$ cat config.mk
export PLATFORM = sky130hd
export DESIGN_NAME = nonoverlapping_byte_pattern_matcher_unit
export DESIGN_NICKNAME = d
export VERILOG_FILES = /design/src/rtl/nbpm_pkg.sv /design/src/rtl/nbpm_cell.sv /design/src/rtl/nonoverlapping_byte_pattern_matcher_unit.sv
export SDC_FILE = /design/constraint.sdc
export NUM_CORES = 1
export LEC_CHECK = 0
export BUFFER_PORTS_ARGS = -buffer_cell sky130_fd_sc_hd__buf_2
export CAP_MARGIN = 20
export CELL_PAD_IN_SITES_DETAIL_PLACEMENT = 0
export CELL_PAD_IN_SITES_GLOBAL_PLACEMENT = 1
export CORE_AREA = 2 2 275 196
export CTS_CLUSTER_SIZE = 30
export DETAILED_ROUTE_END_ITERATION = 16
export DIE_AREA = 0 0 277 198
export GPL_TIMING_DRIVEN = 1
export PLACE_DENSITY = 0.84
export SYNTH_ARGS = -nofsm -noshare
export SYNTH_HDL_FRONTEND = slang
export SYNTH_SLANG_ARGS = --single-unit
$ cat constraint.sdc
create_clock -name clock -period 4.5 [get_ports clock]
set_input_delay 0.45 -clock clock [delete_from_list [all_inputs] [get_ports clock]]
set_output_delay 0.45 -clock clock [all_outputs]
set_load 0.03 [all_outputs]
$ cat src/rtl/nbpm_pkg.sv
// ----------------------------------------------------------------------------
// nbpm_pkg
// Shared types, constants and helpers for the byte pattern matcher.
// ----------------------------------------------------------------------------
package nbpm_pkg;

   localparam int MAX_PATTERN_BYTES = 16;
   localparam int POSITION_BITS     = 24;
   localparam int START_BITS        = 24;
   localparam int WINDOW_DEPTH      = MAX_PATTERN_BYTES - 1;
   localparam int LEN_BITS          = 5;
   localparam int IDX_BITS          = $clog2(MAX_PATTERN_BYTES);
   localparam int CSR_INDEX_BITS    = 2;
   localparam int CSR_DATA_BITS     = 64;

   localparam logic [POSITION_BITS-1:0] POS_MAX = {POSITION_BITS{1'b1}};

   // Register indexes of the configuration port.
   localparam logic [CSR_INDEX_BITS-1:0] REG_PATTERN_LOW    = 2'd0;
   localparam logic [CSR_INDEX_BITS-1:0] REG_PATTERN_HIGH   = 2'd1;
   localparam logic [CSR_INDEX_BITS-1:0] REG_PATTERN_LENGTH = 2'd2;

   // Window control handed to every cell.
   typedef struct packed {
      logic shift;
      logic clear;
   } cell_ctl_type;

   // Picks pattern byte idx out of the two 64-bit pattern registers.
   function automatic logic [7:0] pattern_byte(input logic [63:0] lo,
                                               input logic [63:0] hi,
                                               input logic [IDX_BITS-1:0] idx);
      logic [127:0] all_bytes;
      all_bytes = {hi, lo};
      return all_bytes[{idx, 3'b000} +: 8];
   endfunction

endpackage

$ cat src/rtl/nbpm_cell.sv
// ----------------------------------------------------------------------------
// nbpm_cell
// One window cell: holds one past text byte, passes it to its neighbor on
// every shift and compares it against the pattern byte it is aligned with.
// ----------------------------------------------------------------------------
module nbpm_cell (
   input  logic                  clock,
   input  logic                  reset,
   input  nbpm_pkg::cell_ctl_type ctl,
   input  logic [7:0]            byte_in,
   input  logic [7:0]            pat_byte,
   input  logic                  in_use,
   output logic [7:0]            byte_out,
   output logic                  match
);
   import nbpm_pkg::*;

   logic [7:0] held_ff;
   logic [7:0] held_in;

   always_comb begin
      held_in = held_ff;
      if (ctl.clear) begin
         held_in = 8'd0;
      end else if (ctl.shift) begin
         held_in = byte_in;
      end
   end

   always_ff @(posedge clock) begin
      if (reset) begin
         held_ff <= 8'd0;
      end else begin
         held_ff <= held_in;
      end
   end

   // A cell beyond the active pattern never blocks a match.
   assign match    = !in_use || (held_ff == pat_byte);
   assign byte_out = held_ff;

endmodule

$ cat src/rtl/nonoverlapping_byte_pattern_matcher_unit.sv
// ----------------------------------------------------------------------------
// nonoverlapping_byte_pattern_matcher_unit
// Streams a text one byte per request and flags the leftmost
// non-overlapping occurrences of a configured 1 to 16 byte pattern.
// ----------------------------------------------------------------------------
//
//  Channel   Direction  Handshake            Payload
//  req_*     in         req_valid/req_stall  text_byte, end_of_text
//  rsp_*     out        rsp_valid/rsp_stall  match_found, match_start, last_result
//  csr_*     in         csr_write_enable     csr_index, csr_write_data
//
// Every request yields exactly one response, in the cycle after it is taken.
// The block takes one request per cycle while req_stall is low; the compare
// across the chain of window cells is combinational into the response register.
// Reset is synchronous and clears the window, position, block count, the
// pattern registers (length to one) and the response valid.
// While a response waits under rsp_stall, req_stall is raised in the same
// cycle, so the pipeline holds without losing or repeating a request.
//
module nonoverlapping_byte_pattern_matcher_unit
   import nbpm_pkg::CSR_INDEX_BITS;
   import nbpm_pkg::CSR_DATA_BITS;
   import nbpm_pkg::START_BITS;
(
   input  logic                      clock,
   input  logic                      reset,
   // request channel
   input  logic                      req_valid,
   output logic                      req_stall,
   input  logic [7:0]                req_text_byte,
   input  logic                      req_end_of_text,
   // response channel
   output logic                      rsp_valid,
   input  logic                      rsp_stall,
   output logic                      rsp_match_found,
   output logic [START_BITS-1:0]     rsp_match_start,
   output logic                      rsp_last_result,
   // configuration port
   input  logic                      csr_write_enable,
   input  logic [CSR_INDEX_BITS-1:0] csr_index,
   input  logic [CSR_DATA_BITS-1:0]  csr_write_data
);
   import nbpm_pkg::*;

   // Configuration registers.
   logic [63:0]         pat_lo_ff;
   logic [63:0]         pat_hi_ff;
   logic [LEN_BITS-1:0] pat_len_ff;

   // Search state outside the window.
   logic [POSITION_BITS-1:0] pos_ff;
   logic [POSITION_BITS-1:0] pos_in;
   logic [IDX_BITS-1:0]      blk_ff;
   logic [IDX_BITS-1:0]      blk_in;

   // Response register.
   logic                  rsp_valid_ff;
   logic                  rsp_valid_in;
   logic                  rsp_found_ff;
   logic [START_BITS-1:0] rsp_start_ff;
   logic                  rsp_last_ff;

   logic                     req_accept;
   logic [IDX_BITS-1:0]      len_m1;
   logic                     cur_match;
   logic                     pos_ok;
   logic                     hit;
   logic [POSITION_BITS-1:0] start;
   cell_ctl_type             cell_ctl;

   logic [7:0]              win_byte [WINDOW_DEPTH];
   logic [WINDOW_DEPTH-1:0] cell_match;

   // The response register empties or is taken in the same cycle.
   assign req_stall  = rsp_valid_ff && rsp_stall;
   assign req_accept = req_valid && !req_stall;

   // Active length minus one: a length of zero acts as one, anything
   // above the maximum acts as the maximum.
   always_comb begin
      if (pat_len_ff == '0) begin
         len_m1 = '0;
      end else if (pat_len_ff > LEN_BITS'(MAX_PATTERN_BYTES)) begin
         len_m1 = IDX_BITS'(MAX_PATTERN_BYTES - 1);
      end else begin
         len_m1 = IDX_BITS'(pat_len_ff - LEN_BITS'(1));
      end
   end

   // The newest byte lines up with the last pattern byte.
   assign cur_match = (req_text_byte == pattern_byte(pat_lo_ff, pat_hi_ff, len_m1));

   assign cell_ctl.shift = req_accept && !req_end_of_text;
   assign cell_ctl.clear = req_accept && req_end_of_text;

   // Window cell k holds the byte k+1 places back and lines up with
   // pattern byte len-2-k while k is below len-1.
   for (genvar k = 0; k < WINDOW_DEPTH; k++) begin : g_cell
      logic                in_use;
      logic [IDX_BITS-1:0] pat_idx;
      logic [7:0]          byte_in;

      assign in_use  = IDX_BITS'(k) < len_m1;
      assign pat_idx = len_m1 - IDX_BITS'(k + 1);

      if (k == 0) begin : g_head
         assign byte_in = req_text_byte;
      end else begin : g_link
         assign byte_in = win_byte[k-1];
      end

      nbpm_cell u_cell (
         .clock    (clock),
         .reset    (reset),
         .ctl      (cell_ctl),
         .byte_in  (byte_in),
         .pat_byte (pattern_byte(pat_lo_ff, pat_hi_ff, pat_idx)),
         .in_use   (in_use),
         .byte_out (win_byte[k]),
         .match    (cell_match[k])
      );
   end

   // A match needs enough bytes since the start of text and no pending
   // block left over from the previous match.
   assign pos_ok = pos_ff >= POSITION_BITS'(len_m1);
   assign hit    = (blk_ff == '0) && pos_ok && cur_match && (&cell_match);
   assign start  = (pos_ff == POS_MAX) ? POS_MAX : pos_ff - POSITION_BITS'(len_m1);

   always_comb begin
      pos_in = pos_ff;
      blk_in = blk_ff;
      if (req_accept) begin
         if (req_end_of_text) begin
            pos_in = '0;
            blk_in = '0;
         end else begin
            if (pos_ff != POS_MAX) begin
               pos_in = pos_ff + POSITION_BITS'(1);
            end
            if (blk_ff != '0) begin
               blk_in = blk_ff - IDX_BITS'(1);
            end else if (hit) begin
               blk_in = len_m1;
            end
         end
      end
   end

   always_comb begin
      rsp_valid_in = rsp_valid_ff;
      if (req_accept) begin
         rsp_valid_in = 1'b1;
      end else if (!rsp_stall) begin
         rsp_valid_in = 1'b0;
      end
   end

   always_ff @(posedge clock) begin
      if (reset) begin
         pat_lo_ff    <= '0;
         pat_hi_ff    <= '0;
         pat_len_ff   <= LEN_BITS'(1);
         pos_ff       <= '0;
         blk_ff       <= '0;
         rsp_valid_ff <= 1'b0;
      end else begin
         if (csr_write_enable) begin
            unique case (csr_index)
               REG_PATTERN_LOW:    pat_lo_ff  <= csr_write_data;
               REG_PATTERN_HIGH:   pat_hi_ff  <= csr_write_data;
               REG_PATTERN_LENGTH: pat_len_ff <= csr_write_data[LEN_BITS-1:0];
               default:            ;
            endcase
         end
         pos_ff       <= pos_in;
         blk_ff       <= blk_in;
         rsp_valid_ff <= rsp_valid_in;
      end
   end

   // Response payload needs no reset; it is loaded with every request.
   always_ff @(posedge clock) begin
      if (req_accept) begin
         rsp_found_ff <= hit;
         rsp_start_ff <= hit ? START_BITS'(start) : '0;
         rsp_last_ff  <= req_end_of_text;
      end
   end

   assign rsp_valid       = rsp_valid_ff;
   assign rsp_match_found = rsp_found_ff;
   assign rsp_match_start = rsp_start_ff;
   assign rsp_last_result = rsp_last_ff;

   // A pending block count always suppresses the match for that byte.
   a_block_suppresses: assert property (@(posedge clock) disable iff (reset)
      req_accept && (blk_ff != '0) |=> !rsp_match_found)
      else $error("match reported while overlap block was pending");

   // End of text returns the search to its starting state.
   a_end_clears: assert property (@(posedge clock) disable iff (reset)
      req_accept && req_end_of_text |=> (pos_ff == '0) && (blk_ff == '0))
      else $error("search state not cleared after end of text");

   // A match arms the block count with the active length minus one.
   a_hit_arms_block: assert property (@(posedge clock) disable iff (reset)
      req_accept && hit && !req_end_of_text && !csr_write_enable
      |=> blk_ff == $past(len_m1))
      else $error("block count not armed after match");

   // A response without a match carries a zero start position.
   a_start_zero: assert property (@(posedge clock) disable iff (reset)
      rsp_valid_ff && !rsp_match_found |-> rsp_match_start == '0)
      else $error("nonzero start on a response without a match");

endmodule
# ---- After elaboration in Yosys (flattened, before gate mapping)
# Index checks and enable logic that the tools add are counted.
dict set report word_totals {
  reg_bits 308
  in_bits 80
}
dict set report classes {
  add_sub_neg 19
  n_lt_le_gt_ge 17
  n_eq_ne 21
  n_shift 16
  muxes 10
  reduce_logical 52
}
# op count
set ops {}
lappend ops {{$shiftx 128x8->8} 16}
lappend ops {{$eq 8x8->1} 16}
lappend ops {{$mux 24} 3}
lappend ops {{$sub 4x4->4 const B} 8}
lappend ops {{$lt 4x4->1 const A} 7}
lappend ops {{$add 24x1->24 const B} 1}
lappend ops {{$eq 24x24->1 const B} 1}
lappend ops {{$ge 24x4->1} 1}
lappend ops {{$ne 24x24->1 const B} 1}
lappend ops {{$sub 24x4->24} 1}
lappend ops {{$mux 4} 5}
lappend ops {{$logic_not 1->1} 17}
lappend ops {{$lt 3x4->1 const A} 4}
lappend ops {{$sub 4x3->4 const B} 4}
lappend ops {{$logic_or 1x1->1} 15}
lappend ops {{$reduce_and 15->1} 1}
lappend ops {{$sub 4x1->4 const B} 3}
lappend ops {{$reduce_and 2->1} 5}
lappend ops {{$lt 1x4->1 const A} 2}
lappend ops {{$lt 2x4->1 const A} 2}
lappend ops {{$sub 4x2->4 const B} 2}
lappend ops {{$logic_and 1x1->1} 7}
lappend ops {{$gt 5x5->1 const B} 1}
lappend ops {{$logic_not 5->1} 1}
lappend ops {{other kinds (10)} 11}

# ---- Depth between registers and ports, before layout
# Gate-level depths: netlist of the first run.
dict set report logic_depth {
  depth_word 12
  ltp_mapped 23
  mapped_depth_nobuf 17
}

# ---- By module
# A second synthesis of the first run with hierarchy kept.
dict set report hier_totals {
  cells_unflattened 2333
  hier_area_um2 20933.8
}
# mod instances cells_per_inst area_each_um2 seq_area_each_um2
set by_module_without_submodules {}
lappend by_module_without_submodules {nonoverlapping_byte_pattern_matcher_unit 1 1763 15190.8 4023.9}
lappend by_module_without_submodules {nbpm_cell 15 38 382.9 160.2}

# ---- Least setup slack after synthesis of the first run
# Ideal clock, no wire load.
dict set report synth_path {
  path_type {reg-to-reg}
  start {register pat_len_ff[0]}
  end {register blk_ff[0]}
  setup_time_ns 0.114
  t_arrival_ns 4.747
  required_ns 4.386
  setup_slack_ns -0.362
  stages_incl_launch_ff 22
  synth_period_minus_slack_ns 4.862
  path_cell_list {dfxtp_1 clkinv_1 ha_1 buf_2 nor2b_1 nor3_4 inv_2 clkbuf_1 buf_1 fa_1 a21o_1 nand2_1 nand3_1 or2_2 clkbuf_1 o2111ai_1 nor4_1 nand3_1 or4_1 buf_2 mux2i_1 a2111oi_0}
}
dict set report synth_via {
  elab_chain_len 11
  word_cells_on_any_way 107
  cone_classes {add/sub: 16; order compare: 17; eq/ne: 16; shift: 16; mux: 5; reduce/logical: 37}
}
# element line_no
set synth_rtl {}
lappend synth_rtl {{from (decl)} nonoverlapping_byte_pattern_matcher_unit.sv:48} ;# logic [LEN_BITS-1:0] pat_len_ff;
lappend synth_rtl {{from (signal assigned)} nonoverlapping_byte_pattern_matcher_unit.sv:172} ;# REG_PATTERN_LENGTH: pat_len_ff <= csr_write_data[LEN_BITS-1:0];
lappend synth_rtl {{$sub 4x1->4 or $gt 5x5->1 (tied branches)} {nonoverlapping_byte_pattern_matcher_unit.sv:86, nonoverlapping_byte_pattern_matcher_unit.sv:83}}
lappend synth_rtl {{$mux 4} nonoverlapping_byte_pattern_matcher_unit.sv:83} ;# end else if (pat_len_ff > LEN_BITS'(MAX_PATTERN_BYTES)) begin
lappend synth_rtl {{$mux 4 (*)} nonoverlapping_byte_pattern_matcher_unit.sv:81} ;# if (pat_len_ff == '0) begin
lappend synth_rtl {{$sub 4x1->4, or another cell as far along} nonoverlapping_byte_pattern_matcher_unit.sv:104} ;# assign pat_idx = len_m1 - IDX_BITS'(k + 1);
lappend synth_rtl {{$shiftx 128x8->8} nbpm_pkg.sv:35} ;# return all_bytes[{idx, 3'b000} +: 8];
lappend synth_rtl {{$eq 8x8->1} nbpm_cell.sv:39} ;# assign match = !in_use || (held_ff == pat_byte);
lappend synth_rtl {{$logic_or 1x1->1} nbpm_cell.sv:39}
lappend synth_rtl {{$reduce_and 15->1} nonoverlapping_byte_pattern_matcher_unit.sv:127} ;# assign hit = (blk_ff == '0) && pos_ok && cur_match && (&cell_match);
lappend synth_rtl {{$logic_and 1x1->1} nonoverlapping_byte_pattern_matcher_unit.sv:127}
lappend synth_rtl {{$reduce_bool 3->1 (no line)} --}
lappend synth_rtl {{$reduce_and 2->1 (no line)} --}
lappend synth_rtl {{to (signal assigned)} nonoverlapping_byte_pattern_matcher_unit.sv:177} ;# blk_ff <= blk_in;
lappend synth_rtl {{to (decl)} nonoverlapping_byte_pattern_matcher_unit.sv:53} ;# logic [IDX_BITS-1:0] blk_ff;
# Every way passes the cells marked *; elsewhere a longest branch is shown, timed or not. The select of a mux whose other input is x is not followed.
# A chain may end at the register's enable or synchronous reset.

# ---- Worst setup path after layout of the first run
dict set report layout_path {
  start {register pat_len_ff[0]}
  end {register rsp_start_ff[0] (netlist: rsp_match_start[0]) (data pin)}
}
dict set report layout_via {
  elab_chain_len 9
  word_cells_on_any_way 104
  cone_classes {add/sub: 17; order compare: 17; eq/ne: 16; shift: 16; mux: 3; reduce/logical: 35}
}
# element line_no
set layout_rtl {}
lappend layout_rtl {{$sub 4x1->4 or $gt 5x5->1 (tied branches)} {nonoverlapping_byte_pattern_matcher_unit.sv:86, nonoverlapping_byte_pattern_matcher_unit.sv:83}}
lappend layout_rtl {{$mux 4} nonoverlapping_byte_pattern_matcher_unit.sv:83}
lappend layout_rtl {{$mux 4 (*)} nonoverlapping_byte_pattern_matcher_unit.sv:81}
lappend layout_rtl {{$sub 4x1->4, or another cell as far along} nonoverlapping_byte_pattern_matcher_unit.sv:104}
lappend layout_rtl {{$shiftx 128x8->8} nbpm_pkg.sv:35}
lappend layout_rtl {{$eq 8x8->1} nbpm_cell.sv:39}
lappend layout_rtl {{$logic_or 1x1->1} nbpm_cell.sv:39}
lappend layout_rtl {{$reduce_and 15->1} nonoverlapping_byte_pattern_matcher_unit.sv:127}
lappend layout_rtl {{$logic_and 1x1->1} nonoverlapping_byte_pattern_matcher_unit.sv:127}
lappend layout_rtl {{to (signal assigned)} nonoverlapping_byte_pattern_matcher_unit.sv:186} ;# rsp_start_ff <= hit ? START_BITS'(start) : '0;
lappend layout_rtl {{to (decl)} nonoverlapping_byte_pattern_matcher_unit.sv:60} ;# logic [START_BITS-1:0] rsp_start_ff;
# Every way passes the cells marked *; elsewhere a longest branch is shown, timed or not.

==> parameters.txt, run 1 <==
Parameter                              Value

Placed design
  Post-detailed-placement cell area    approximately 27000 sq um
  Sum of net half-perimeters after detailed placement    between 90 and 100 mm
  Number of buffers added on ports    107
  Worst slack after detailed placement    -0.849 ns
  Last weighted congestion value of the routability-driven placer    roughly 1.1
  Number of placed instances, taps included    approximately 4000

Global routing
  Remaining Overflow, GRT    0
  Overall track demand over capacity in global routing    0.413
  Global-route wire length before repair    around 170 mm
  Maximum number of pins on one net before global-route repair    ~120
  Number of global-route vias before repair    approximately 24000
  Antenna violations before repair    8

Min path
  Worst hold path depth    3
  Hold_sp    csr_write_data[40]
  Endpoint of the worst hold path    pat_lo_ff[40]
  Worst min-delay path class    input pin to flip-flop

Synth
  Most used flip-flop cell after synthesis    dfxtp_1
  Xor/xnor cell area share of the yosys netlist    0.0746
  Basic-gate share of the synthesized area counting and, or, nand and nor cells    0.263
  Combined area of all synthesized cells    21700 sq um
  Dominant combinational cell family by area after synthesis    simple AND/OR/NAND/NOR gates
  Number of enable-type register cells in the synthesized netlist    26
  Flip-flop and latch count after synthesis    about 310
  Nets in the synthesized netlist    3044
  Post-synthesis async set-or-reset flop share    0
  Synthesis Warnings    0
  Post-synthesis cell type count    just over 100
  Fraction of the mapped netlist area in adder cells    0.00495
  Syn avg cell area    7.35 sq um
  Synthesized-area fraction occupied by ao, oa, aoi and oai cells    0.238
  Instance count of the mapped netlist    2956
  Seq/Total Area, Yosys    0.296
  Proportion of synthesized area in mux cells    0.0669

CTS
  Clk root buf    clkbuf_16
  Clk sinks    a little over 300
  H-tree level count    2
  TritonCTS clock tree    built
  Clock transition at the registers of the reported paths    roughly 0.060 ns
  Insertion delay of the later-clocked pin in the worst-skew pair    0.57 ns
  Hold bufs inserted after CTS    0
  CTS Buf Count    35
  Number of buffers between clock root and the deepest sink    3

Final layout
  Post-route cell area    29400 sq um
  Most frequent cells in the layout    nand2_1, buf_4, a21oi_1
  Non-filler cells in the finished layout    4161
  Final-stage net count    3528
  Layout Area Growth over Synthesis    35.3%
  Most common library cell in the layout ignoring fill and taps    nand2_1
  Fill cell total of the finished layout    5021
  Proportion of layout cells with a drive suffix above 1    0.283

Worst setup path
  Data required, critical path    between 4 and 5 ns
  Critical Path Max Stage Delay    between 0.6 and 0.7 ns
  Worst Reg-to-Reg Cells    18
  Worst path cell trace    clkinv_4 > ha_4 > or3b_4 > buf_6 > or3_1 > o221a_4 > a32oi_4 > mux2i_4 > xor2_2 > nor3_2 > nand4b_1 > nor4bb_4 > o22ai_1 > a2111o_1 > or4_4 > buf_12 > buf_16 > a21oi_2
  Type of origin of the critical path    flip-flop
  Startpoint of the worst register-to-register path    pat_len_ff[0]
  Category of the most critical setup path    flip-flop to flip-flop
  Arrival time at the worst endpoint    around 5.4 ns
  Reg-to-reg slack, setup    -0.49 ns
  Critical path capture point type    flip-flop
  Start point of the critical path    pat_len_ff[0]
  Reg-to-Reg End    rsp_match_start[0]
  Max Fanout on Critical Path    9
  Cell type of the slowest stage on the worst timing path    or4_4

Pwr
  Switch Pwr    0.00339 W
  Fraction of power consumed by sequential logic    0.314
  Combinational fraction of design power    0.374
  Peak supply drop    a little over 0.3 mV
  Sw Share    0.365
  Power per cell area    ~320 nW/um^2
  Total chip power    0.00928 W
  Internal power    ~0.0059 W
  Clock network fraction of design power    0.312
  Static leakage power    roughly 11 nW

Timing
  Hold violation count in the final report    0
  Period Utilization, post-route    1.11
  Unrepaired setup endpoints after global routing    yes
  Max Fclk    approximately 0.2 GHz
  Fin. max-slew vios    0
  Clk_skew    ~0.028 ns
  Tightest slew margin relative to the limit    0.260
  Smallest setup slack after layout    -0.493 ns
  Minimum clock period    roughly 5.0 ns
  Setup-failing EPs final    29
  Worst Tran Pin Value    around 1.1 ns
  Hold Slack    0.130 ns

Die
  Core Footprint    52600 sq um
  Die Footprint    ~55000 sq um
  Die Span X    277 um
  Number of rows created at floorplan    a little over 70
  Top-Level Pins    108
  Die Y    ~200 um
  Starting utilization of the core area    0.413

Routing
  Number of nets with antenna violations after detailed routing    0
  Drt initial violations    about 3500
  Total number of vias    26340
  Vias per cell    around 6.3
  Detailed Routing Iterations Pass 1    8
  Residual DRC    0
  Wire length per cell    ~28 um
  Detailed-route wire length    117 mm

Status
  Run status    complete, but fails checks
  Failing checks    setup timing

Run
  Number of max-capacitance violations reported    0
-- power by group through the flow --
stage               clock network, W  logic (W)  registers (W)
floorplan                          0    0.00156        0.00294
finish                       0.00289    0.00347        0.00292
CTS                          0.00291    0.00319        0.00291
detailed placement                 0    0.00303        0.00297
global placement                   0    0.00301        0.00297
global route                 0.00303    0.00361        0.00291
-- metrics by stage --
stage,utilization,TNS [ns]
floorplan,-,0
global placement,0.505,-19.60
detailed placement,0.505,-22.09
CTS,0.542,-8.04
global route,0.559,-14.71
finish,0.559,-12.26
-- Yosys cell counts, drive strengths merged (16+ instances only) --
| library cell | number | area (sq um) |
|---|---|---|
| nand2 | 639 | 2410 |
| a21oi | 329 | 1650 |
| dfxtp | 282 | 5650 |
| nand3 | 145 | 736 |
| nor2 | 145 | 554 |
| o21ai | 138 | 698 |
| clkbuf | 136 | 510 |
| mux2i | 119 | 1190 |
| buf | 109 | 599 |
| xor2 | 93 | 815 |
| nor3 | 90 | 477 |
| xnor2 | 87 | 807 |
| o22ai | 40 | 250 |
| or3 | 39 | 244 |
| inv | 33 | 124 |
| o211ai | 30 | 230 |
| a32oi | 29 | 254 |
| edfxtp | 26 | 781 |
| o221ai | 26 | 228 |
| nand4 | 25 | 156 |
| nor4 | 21 | 131 |
| o22a | 21 | 184 |
| a31oi | 20 | 125 |
| nand2b | 20 | 125 |
| nand3b | 20 | 150 |
| a211oi | 19 | 143 |
| mux2 | 19 | 218 |
| o221a | 19 | 214 |
| nor3b | 18 | 145 |
| and3 | 16 | 100 |
| o2111ai | 16 | 153 |
-- critical path, delay by kind of cell, from the launching register on --
| kind | cells | cell delay, ns |
|---|---|---|
| buffers and inverters | 4 | 0.55 |
| DFF | 1 | 0.36 |
| AOI/OAI and AO/OA | 5 | 0.98 |
| adders and majority gates | 1 | 0.27 |
| muxes | 1 | 0.12 |
| xor gates and xnor gates | 1 | 0.18 |
| and+or+nand+nor | 6 | 2.32 |
-- layout make-up --
type                            count  area [sq um]  share of cell area
Multi-Input combinational cell   2369         15200               0.518
Sequential cell                   308          6430               0.219
Timing Repair Buffer              692          5620               0.191
Clock buffer                       48           970              0.0330
Tap cell                          693           867              0.0295
Clock inverter                     14           146             0.00498
Inverter                           34           135             0.00459
Antenna cell                        3          7.51            0.000255
-- flip-flops by register name, summed over array words and instances (netlist names) --
| signal | count |
|---|---|
| rsp_match_start | 24 |
| blk_ff | 4 |
| rsp_valid | 1 |
| rsp_match_found | 1 |
| pat_len_ff | 5 |
| g_cell.u_cell.byte_out | 120 |
| rsp_last_result | 1 |
| pat_hi_ff | 64 |
| pos_ff | 24 |
| pat_lo_ff | 64 |
-- cells by family after synthesis --
group | Yosys count
AOI/OAI and AO/OA | 800
xor gates and xnor gates | 180
adders and majority gates | 8
buffers and inverters | 279
DFF | 308
muxes | 140
and+or+nand+nor | 1241
-- worst max path at each step --
stage          depth (start not counted)                 end
3_5_place_dp                          20           blk_ff[0]
3_3_place_gp                          20           blk_ff[0]
6_report                              18  rsp_match_start[0]
4_1_cts                               18           blk_ff[0]
5_1_grt                               21  rsp_match_start[0]
2_1_floorplan                         20           blk_ff[1]
-- metal layers --
metal,vias to the layer above,global-route usage,routed length (um)
li1,11639,-,-
met1,12778,0.589,51200
met2,1632,0.598,47200
met3,287,0.0981,13500
met4,4,0.156,5090
met5,-,0,27
-- repair_timing --
item / 4_1_cts / 5_1_grt
pin swaps: 33 / 36
gates resized for setup: 135 / 131
cloned: 3 / 1
setup buffers: 22 / 28
hold endpoints to repair: 0 / 0
setup endpoints to repair: 29 / 29
Power figures use the tool's default switching activity.
==> inputs of run 2 (changes only) <==
HOLD_SLACK_MARGIN = 0.15   (was default)
==> run 2 against run 1 <==
  * The flow still finishes with violations (setup timing)
  * Count of clock-buffer cells in the layout unchanged
  * Setup slack got worse by 0.0063 ns
  * Largest power group unchanged
  * Sequential power is essentially flat
==> parameters.txt, run 2 (synthesized netlist as in run 1, its figures left out) <==
Parameter                              Value

Pwr
  Internal power    0.00592 W (+0.44%)
  Power per cell area    312 nW/um^2 (-1.1%)
  Static leakage power    11.5 nW (+1.7%)
  Peak supply drop    0.312 mV (about the same)
  Switch Pwr    0.00340 W (+0.42%)
  Fraction of power consumed by sequential logic    0.313 (about the same)
  Clock network fraction of design power    0.311 (about the same)
  Combinational fraction of design power    0.376 (+0.002)
  Sw Share    0.365 (about the same)

Global routing
  Antenna violations before repair    4 (-4)
  Overall track demand over capacity in global routing    0.413 (+0.000820)
  Number of global-route vias before repair    24307 (+0.75%)
  Maximum number of pins on one net before global-route repair    124 (unchanged)
  Remaining Overflow, GRT    0 (unchanged)
  Global-route wire length before repair    167 mm (+0.31%)

Final layout
  Number of flip-flops in the largest register    120 (unchanged)
  Multi-input combinational cell area    15200 sq um (unchanged)
  Area taken by flip-flops and latches    6430 sq um (unchanged)
  Final-stage net count    3573 (+1.3%)
  Share of the core filled with cells    0.568 (+0.00852)
  Post-route cell area    29900 sq um (+1.5%)
  Fill cell total of the finished layout    4974 (-0.94%)
  Layout Area Growth over Synthesis    37.4%
  Proportion of layout cells with a drive suffix above 1    0.279 (-0.00362)
  Most frequent cells in the layout    nand2_1, buf_4, a21oi_1
  Most common library cell in the layout ignoring fill and taps    nand2_1

CTS
  H-tree level count    2 (unchanged)
  Insertion delay of the later-clocked pin in the worst-skew pair    0.57 ns (about the same)
  Clk sinks    308 (unchanged)
  CTS Buf Count    35 (unchanged)
  Number of buffers between clock root and the deepest sink    3 (unchanged)
  TritonCTS clock tree    built
  Clk root buf    clkbuf_16
  Clock transition at the registers of the reported paths    0.06 ns (about the same)

Routing
  Residual DRC    0 (unchanged)
  Wire length per cell    27.9 um (-0.97%)
  Number of nets with antenna violations after detailed routing    0 (unchanged)
  Vias per cell    6.29 (-0.66%)
  Drt initial violations    3703 (+4.8%)
  Detailed Routing Iterations Pass 1    9 (+1)
  Total number of vias    26444 (+0.39%)
  Detailed-route wire length    117 mm (about the same)

Placed design
  Sum of net half-perimeters after detailed placement    91.3 mm (unchanged)
  Post-detailed-placement cell area    26500 sq um (unchanged)
  Last weighted congestion value of the routability-driven placer    1.06 (unchanged)
  Number of buffers added on ports    107 (unchanged)

Timing
  Minimum clock period    5.00 ns (+0.00627 ns)
  Period Utilization, post-route    1.11 (+0.00139)
  Hold violation count in the final report    0 (unchanged)
  Unrepaired setup endpoints after global routing    yes
  Fin. max-slew vios    0 (unchanged)
  Smallest setup slack after layout    -0.499 ns (-0.00627 ns)
  Setup-failing EPs final    29 (unchanged)
  Max Fclk    0.200 GHz (-0.13%)
  Tightest slew margin relative to the limit    0.269 (+0.00860)
  Clk_skew    0.0287 ns (+0.000738 ns)
  Worst Tran Pin Value    1.10 ns (-0.0129 ns)

Worst setup path
  Cell type of the slowest stage on the worst timing path    or4_4
  Worst path cell trace    clkinv_4 > ha_4 > or3b_4 > buf_6 > or3_1 > o221a_4 > a32oi_4 > mux2i_4 > xor2_2 > nor3_2 > nand4b_1 > nor4bb_4 > o22ai_1 > a2111o_1 > or4_4 > buf_12 > buf_16 > a21oi_2
  Arrival time at the worst endpoint    5.41 ns (about the same)
  Reg-to-reg slack, setup    -0.50 ns (about the same)
  Worst Reg-to-Reg Cells    18 (unchanged)
  Reg-to-Reg End    rsp_match_start[0]
  Startpoint of the worst register-to-register path    pat_len_ff[0]
  Critical Path Max Stage Delay    0.61 ns (about the same)
  Stages on the worst setup path    18 (unchanged)
  Cell family with the largest share of critical-path delay    simple AND/OR/NAND/NOR gates
  Critical path capture point type    flip-flop
  Data required, critical path    4.91 ns (about the same)
  Type of origin of the critical path    flip-flop
  Category of the most critical setup path    flip-flop to flip-flop
  Max Fanout on Critical Path    9 (unchanged)
  Buffer and inverter count on the worst path    4 (unchanged)

Die
  Top-Level Pins    108 (unchanged)
  Die Footprint    54800 sq um (unchanged)
  Number of rows created at floorplan    71 (unchanged)
  Die Y    198 um (unchanged)
  Die Span X    277 um (unchanged)
  Core Footprint    52600 sq um (unchanged)
  Starting utilization of the core area    0.413 (unchanged)

Min path
  Worst min-delay path class    input pin to flip-flop
  Endpoint of the worst hold path    pat_hi_ff[10]
  Worst hold path depth    3 (unchanged)
  Hold_sp    csr_write_data[10]

Status
  Run status    complete, but fails checks
  Failing checks    setup timing

Run
  Number of max-capacitance violations reported    0 (unchanged)
-- run 2: power groups by stage --
stage | sequential (W) | combinational, W | clock (W)
floorplan | 0.00294 | 0.00156 | 0
global placement | 0.00297 | 0.00301 | 0
detailed placement | 0.00297 | 0.00303 | 0
global route | 0.00291 | 0.00364 | 0.00303
CTS | 0.00291 | 0.00322 | 0.00291
finish | 0.00292 | 0.00350 | 0.00290
-- run 2: tightest hold or removal path, stage by stage --
cell	delay, ns
buf_2	0.12
nand2_1	0.06
a21oi_1	0.05
-- run 2: layout make-up --
type | count | area share
Inverter | 34 | 0.00453
Clock inverter | 14 | 0.00490
Sequential cell | 308 | 0.215
Antenna cell | 2 | 0.000168
Timing Repair Buffer | 737 | 0.203
Tap cell | 693 | 0.0290
Multi-Input combinational cell | 2369 | 0.510
Clock buffer | 48 | 0.0325
-- run 2: through the flow --
stage,worst slack [ns],hold slack [ns],cells,total power (W),setup TNS [ns]
after floorplan,0.0176,0.445,2956,0.00450,0
after global placement,-0.774,0.456,4044,0.00598,-19.60
after detailed placement,-0.849,0.464,4044,0.00600,-22.09
after CTS,-0.389,0.151,4176,0.00905,-8.04
after global routing,-0.559,0.156,4204,0.00959,-14.06
final,-0.499,0.159,4205,0.00932,-12.40
-- run 2: worst max path at each step --
| stage | slack, ns | endpoint | start |
|---|---|---|---|
| floorplan | 0.02 | blk_ff[1] | pat_len_ff[1] |
| global placement | -0.77 | blk_ff[0] | pat_len_ff[1] |
| detailed placement | -0.85 | blk_ff[0] | pat_len_ff[1] |
| CTS | -0.39 | blk_ff[0] | pat_len_ff[0] |
| global route | -0.56 | rsp_match_start[0] | pat_len_ff[0] |
| finish | -0.50 | rsp_match_start[0] | pat_len_ff[0] |
-- run 2: timing repair --
action                                  4_1_cts  5_1_grt
setup buffers                                22       28
endpoints found under the setup margin       29       29
resized for setup                           135      131
pin swaps                                    33       36
cloned                                        3        1
hold buffers                                 45        0
endpoints found under the hold margin        79        0
-- run 2: metal layers --
layer  GRT usage  routed length [um]
met5           0                  13
met3      0.0937               13700
met2       0.599               47500
met1       0.592               51000
met4       0.158                4970
